### src/rtl/core/hctl_pkg.sv
// ----------------------------------------------------------------------------
// hctl_pkg
// Types and codes shared by the heat/cool thermostat lockout core.
// ----------------------------------------------------------------------------
package hctl_pkg;

  // Milliseconds in one second, used to arm deadlines and round lockouts
  localparam logic [9:0] MS_PER_SEC = 10'd1000;

  typedef enum logic [2:0] {
    ST_IDLE      = 3'd0,
    ST_HEATING   = 3'd1,
    ST_COOLING   = 3'd2,
    ST_LOCK_HEAT = 3'd3,
    ST_LOCK_COOL = 3'd4,
    ST_FAULT     = 3'd5
  } ctrl_state_t;

  typedef enum logic [3:0] {
    RS_IDLE         = 4'd0,
    RS_INACTIVE     = 4'd1,
    RS_SENSOR       = 4'd2,
    RS_HEAT_LIMITED = 4'd3,
    RS_COOL_LIMITED = 4'd4,
    RS_HEAT_DELAY   = 4'd5,
    RS_COOL_DELAY   = 4'd6,
    RS_HEATING      = 4'd7,
    RS_COOLING      = 4'd8,
    RS_HYSTERESIS   = 4'd9
  } reason_t;

  typedef enum logic [2:0] {
    REG_CONTROL_ENABLED = 3'd0,
    REG_SETPOINT        = 3'd1,
    REG_BAND            = 3'd2,
    REG_CHAMBER_LIMIT   = 3'd3,
    REG_CHAMBER_BAND    = 3'd4,
    REG_HEAT_DELAY      = 3'd5,
    REG_COOL_DELAY      = 3'd6
  } cfg_reg_t;

  typedef struct packed {
    logic [2:0]  idx;
    logic [15:0] wdata;
  } cfg_wr_t;

  typedef struct packed {
    logic               control_enabled;
    logic signed [14:0] setpoint;
    logic [10:0]        band;
    logic               chamber_limit_enabled;
    logic [11:0]        chamber_band;
    logic [15:0]        heat_delay_seconds;
    logic [15:0]        cool_delay_seconds;
  } cfg_t;

  typedef struct packed {
    logic [31:0]        now_ms;
    logic               primary_valid;
    logic signed [15:0] primary_temp;
    logic               secondary_valid;
    logic signed [15:0] secondary_temp;
  } in_item_t;

  typedef struct packed {
    ctrl_state_t ctrl_state;
    reason_t     reason_code;
    logic [21:0] lock_seconds;
    logic        heater_on;
    logic        cooler_on;
    logic        heat_demand;
    logic        cool_demand;
    logic        auto_active;
    logic        changed;
  } out_item_t;

endpackage

### src/rtl/core/hctl_lock_calc.sv
// ----------------------------------------------------------------------------
// hctl_lock_calc
// Remaining lockout time in whole seconds, rounded up, for one deadline.
// ----------------------------------------------------------------------------
module hctl_lock_calc import hctl_pkg::*; (
  input  logic [31:0] deadline,
  input  logic [31:0] now_ms,
  output logic [21:0] lock_seconds
);

  // ceil(2^41 / 1000): exact floor division for every 32-bit dividend
  localparam logic [31:0] RECIP = 32'd2199023256;

  logic [31:0] diff;
  logic        active;
  logic [31:0] rounded;
  logic [63:0] prod;

  assign diff    = deadline - now_ms;
  // a deadline of zero means no lock; a past deadline reads as negative
  assign active  = (deadline != 32'd0) && (diff != 32'd0) && !diff[31];
  // diff stays below 2^31 here, so adding the rounding term cannot wrap
  assign rounded = diff + 32'(MS_PER_SEC - 10'd1);
  assign prod    = {32'd0, rounded} * {32'd0, RECIP};

  assign lock_seconds = active ? prod[62:41] : 22'd0;

endmodule

### config.mk
export PLATFORM = sky130hd
export DESIGN_NAME = hctl_lock_calc
export DESIGN_NICKNAME = d
export VERILOG_FILES = /design/src/rtl/core/hctl_pkg.sv /design/src/rtl/core/hctl_lock_calc.sv
export SDC_FILE = /design/constraint.sdc
export NUM_CORES = 1
export LEC_CHECK = 0
export BUFFER_PORTS_ARGS = -buffer_cell sky130_fd_sc_hd__buf_2
export CORE_ASPECT_RATIO = 0.5
export CORE_MARGIN = 1
export CORE_UTILIZATION = 45
export DETAILED_ROUTE_END_ITERATION = 12
export GPL_ROUTABILITY_DRIVEN = 0
export PLACE_DENSITY_LB_ADDON = 0.25
export SLEW_MARGIN = 5
export SYNTH_ARGS = -nofsm -noshare
export SYNTH_HDL_FRONTEND = slang
export SYNTH_SLANG_ARGS = --single-unit
### constraint.sdc
create_clock -name vclk -period 17.4
set_input_delay 0.87 -clock vclk [all_inputs]
set_output_delay 0.87 -clock vclk [all_outputs]
set_load 0.02 [all_outputs]
==> flow_results.xml <==
<?xml version="1.0" encoding="UTF-8"?>
<metrics>
  <group name="run_status">
    <metric name="status" unit="">complete, no violations</metric>
  </group>
  <group name="worst_setup_path">
    <metric name="slowest_stage" unit="">sky130_fd_sc_hd__xnor2_1</metric>
    <metric name="critPathLaunch" unit="">deadline[0]</metric>
    <metric name="crit_end" unit="">lock_seconds[21]</metric>
    <metric name="start_kind" unit="">input pin</metric>
    <metric name="setup.worst_path.class" unit="">in -&gt; out</metric>
    <metric name="crit_top_cell" unit="">sky130_fd_sc_hd__fa_1</metric>
    <metric name="setup.worst_path.end_class" unit="">primary output</metric>
    <metric name="timing.critical_path.slowest_cell_delay" unit="ns">0.96</metric>
    <metric name="arrival" unit="ns">12.32</metric>
    <metric name="critPathRequiredTime" unit="ns">16.53</metric>
    <metric name="critical_path_peak_fanout" unit="">10</metric>
  </group>
  <group name="logic_synthesis">
    <metric name="netlist_instances" unit="">1842</metric>
    <metric name="synth_cell_types" unit="">82</metric>
    <metric name="post_syn_area" unit="um2">17200</metric>
    <metric name="syn_area_per_cell" unit="um2">9.33</metric>
    <metric name="total_nets_after_synthesis" unit="">2621</metric>
    <metric name="synth.yosys.seq_area_share" unit="%">0</metric>
    <metric name="ys.warnings.count" unit="">0</metric>
  </group>
  <group name="timing">
    <metric name="rsz0062_at_grt" unit="">no</metric>
    <metric name="tns" unit="ns">0</metric>
    <metric name="timing.final.setup_violations" unit="">0</metric>
    <metric name="finalHoldViolCount" unit="">0</metric>
    <metric name="max_freq" unit="MHz">75.8</metric>
    <metric name="min_period_over_period" unit="%">75.8</metric>
    <metric name="number_of_pins_with_negative_max_slew_slack_in_the_final_report" unit="">0</metric>
    <metric name="timing.final.ws_setup" unit="ns">4.21</metric>
    <metric name="max_slew_headroom" unit="%">17.6</metric>
    <metric name="tightestPinTransition" unit="ns">1.23</metric>
    <metric name="finalCriticalPeriod" unit="ns">13.19</metric>
  </group>
  <group name="drt">
    <metric name="finalWirelength" unit="mm">44.7</metric>
    <metric name="met1Wirelength" unit="mm">21.5</metric>
    <metric name="detailedRoute.firstPassIterationCount" unit="">5</metric>
    <metric name="initialDrtViolationCount" unit="">802</metric>
    <metric name="post_detailed_route_count_of_antenna_violating_nets" unit="">0</metric>
    <metric name="num_vias" unit="">13100</metric>
    <metric name="route.detailed.wl_per_inst" unit="um">18.4</metric>
    <metric name="detailroute.wirelength.met2" unit="mm">20.1</metric>
    <metric name="via_per_inst" unit="">5.38</metric>
    <metric name="dr_wl_met3" unit="mm">2.64</metric>
    <metric name="highest_metal_layer_with_signal_wires" unit="">met4</metric>
    <metric name="residual_drc" unit="">0</metric>
  </group>
  <group name="global_route">
    <metric name="grt_pass1_wl" unit="mm">70.2</metric>
    <metric name="grt_pass1_vias" unit="">12900</metric>
    <metric name="grt_max_degree" unit="">23</metric>
    <metric name="groute.usage.overall" unit="%">23.1</metric>
    <metric name="grt_overflow_total" unit="">0</metric>
    <metric name="initial_antenna_violation_count" unit="">0</metric>
  </group>
  <group name="cells_and_area">
    <metric name="flops_and_latches" unit="">0</metric>
    <metric name="final_nets" unit="">2720</metric>
    <metric name="combined_flip_flop_and_latch_cell_area" unit="um2">0</metric>
    <metric name="area_growth_syn_to_layout" unit="%">6.85</metric>
    <metric name="nClkBuffers" unit="">0</metric>
    <metric name="post-route-util" unit="%">49.0</metric>
    <metric name="final_layout_size_suffix_gt1_share" unit="%">7.68</metric>
    <metric name="nFillCells" unit="">3580</metric>
    <metric name="diodes" unit="">0</metric>
  </group>
  <group name="clocking">
    <metric name="cts_hold_buf" unit="">0</metric>
    <metric name="post_cts.repair.setup_buffers" unit="">0</metric>
    <metric name="cts-resized-gates" unit="">0</metric>
  </group>
  <group name="die">
    <metric name="start_util" unit="%">45.9</metric>
    <metric name="design.die.area" unit="um2">39000</metric>
    <metric name="coreArea" unit="um2">37500</metric>
    <metric name="die-width" unit="um">278</metric>
    <metric name="core.rowCount" unit="">50</metric>
    <metric name="die_h" unit="um">140</metric>
    <metric name="boundaryPins" unit="">86</metric>
  </group>
  <group name="place">
    <metric name="io_buffer_count" unit="">86</metric>
    <metric name="place.detailed.hpwl" unit="mm">40.2</metric>
    <metric name="pre_cts_ws" unit="ns">4.29</metric>
  </group>
  <group name="min_path">
    <metric name="worst_hold_path_type" unit="">in -&gt; out</metric>
    <metric name="timing.hold.worst_path_depth" unit="">8</metric>
  </group>
  <group name="run">
    <metric name="cap_violations" unit="">0</metric>
  </group>
</metrics>
[synth_stat cells (3+ instances only)]
| master | count | area (um2) |
|---|---|---|
| sky130_fd_sc_hd__a31oi_1 | 10 | 62.6 |
| sky130_fd_sc_hd__xor2_1 | 23 | 201 |
| sky130_fd_sc_hd__and3_1 | 16 | 100 |
| sky130_fd_sc_hd__a21oi_1 | 92 | 460 |
| sky130_fd_sc_hd__nand3_1 | 30 | 150 |
| sky130_fd_sc_hd__nand4_1 | 17 | 106 |
| sky130_fd_sc_hd__or3_1 | 5 | 31.3 |
| sky130_fd_sc_hd__o21ai_0 | 48 | 240 |
| sky130_fd_sc_hd__o2111ai_1 | 3 | 26.3 |
| sky130_fd_sc_hd__buf_6 | 3 | 33.8 |
| sky130_fd_sc_hd__a21o_1 | 38 | 285 |
| sky130_fd_sc_hd__buf_2 | 5 | 25.0 |
| sky130_fd_sc_hd__nor3b_1 | 5 | 37.5 |
| sky130_fd_sc_hd__and4_1 | 7 | 61.3 |
| sky130_fd_sc_hd__nand2_1 | 51 | 191 |
| sky130_fd_sc_hd__o22ai_1 | 5 | 31.3 |
| sky130_fd_sc_hd__o21bai_1 | 14 | 105 |
| sky130_fd_sc_hd__clkbuf_1 | 8 | 30.0 |
| sky130_fd_sc_hd__o211ai_1 | 11 | 82.6 |
| sky130_fd_sc_hd__nor3_1 | 24 | 120 |
| sky130_fd_sc_hd__nand2b_1 | 9 | 56.3 |
| sky130_fd_sc_hd__nor4_1 | 17 | 106 |
| sky130_fd_sc_hd__a211oi_1 | 12 | 90.1 |
| sky130_fd_sc_hd__o21a_1 | 14 | 105 |
| sky130_fd_sc_hd__xnor2_1 | 53 | 464 |
| sky130_fd_sc_hd__or2_2 | 5 | 31.3 |
| sky130_fd_sc_hd__nor2b_1 | 10 | 62.6 |
| sky130_fd_sc_hd__fa_1 | 299 | 5990 |
| sky130_fd_sc_hd__a21boi_0 | 5 | 37.5 |
| sky130_fd_sc_hd__nor2_1 | 54 | 203 |
| sky130_fd_sc_hd__a2111o_1 | 3 | 33.8 |
| sky130_fd_sc_hd__ha_1 | 416 | 5200 |
| sky130_fd_sc_hd__and2_1 | 10 | 62.6 |
| sky130_fd_sc_hd__nor4_2 | 4 | 50.1 |
| sky130_fd_sc_hd__inv_1 | 458 | 1720 |
| sky130_fd_sc_hd__a211o_1 | 3 | 26.3 |
[kinds of logic after synthesis]
group                      share of synthesized area, %
xor gates and xnor gates                           3.97
AOI/OAI and AO/OA                                  11.3
muxes                                             0.124
and+or+nand+nor                                    8.86
adders and majority gates                          65.1
buffers and inverters                              10.6
[stage by stage]
| step | hold WS, ns | area (um2) | cells |
|---|---|---|---|
| 6_report | 2.68 | 18400 | 2433 |
| 5_1_grt | 2.76 | 18400 | 2433 |
| 4_1_cts | 2.71 | 18400 | 2433 |
| 3_5_place_dp | 2.70 | 18400 | 2433 |
| 3_3_place_gp | 2.70 | 18400 | 2433 |
| 2_1_floorplan | 2.35 | 17200 | 1842 |
[worst max-delay path: cells and delay by family]
family	cells	cell delay [ns]
AO/OA/AOI/OAI	13	3.54
XOR/XNOR	2	1.23
adder cells (fa/ha/maj)	11	4.70
buffers and inverters	6	0.52
AND/OR/NAND/NOR	3	1.42
[placed cells by master (no fill, tap or decap), types with 11 or more instances in the layout]
cell type and instances:
sky130_fd_sc_hd__inv_1 458, sky130_fd_sc_hd__ha_1 416, sky130_fd_sc_hd__fa_1 299, sky130_fd_sc_hd__a21oi_1 92, sky130_fd_sc_hd__buf_2 86, sky130_fd_sc_hd__nor2_1 54
sky130_fd_sc_hd__nand2_1 51, sky130_fd_sc_hd__xnor2_1 51, sky130_fd_sc_hd__o21ai_0 48, sky130_fd_sc_hd__a21o_1 38, sky130_fd_sc_hd__nand3_1 30, sky130_fd_sc_hd__buf_4 28
sky130_fd_sc_hd__nor3_1 24, sky130_fd_sc_hd__xor2_1 23, sky130_fd_sc_hd__nand4_1 17, sky130_fd_sc_hd__nor4_1 17, sky130_fd_sc_hd__and3_1 16, sky130_fd_sc_hd__o21a_1 14
sky130_fd_sc_hd__o21bai_1 14, sky130_fd_sc_hd__a211oi_1 12, sky130_fd_sc_hd__o211ai_1 11
[worst min path at each step]
stage / endpoint / from
2_1_floorplan: lock_seconds[15] / deadline[31]
3_3_place_gp: lock_seconds[21] / deadline[30]
3_5_place_dp: lock_seconds[21] / deadline[30]
4_1_cts: lock_seconds[21] / deadline[30]
5_1_grt: lock_seconds[21] / deadline[30]
6_report: lock_seconds[21] / deadline[30]
[per-layer routing]
metal / up-vias / track usage [%]
met5: - / 0
met4: 0 / 1.54
met1: 6450 / 34.6
li1: 6307 / -
met2: 318 / 37.2
met3: 24 / 2.72
[final cells by class]
class | count | area [um2] | area share [%]
multi-input cells | 1366 | 15400 | 83.8
inverters | 459 | 1720 | 9.38
repair buffers | 114 | 641 | 3.49
well taps | 494 | 618 | 3.37
Power is left out: the tool's default activity adds up to more than one toggle a clock period on the data nets, which glitch-free logic cannot reach.
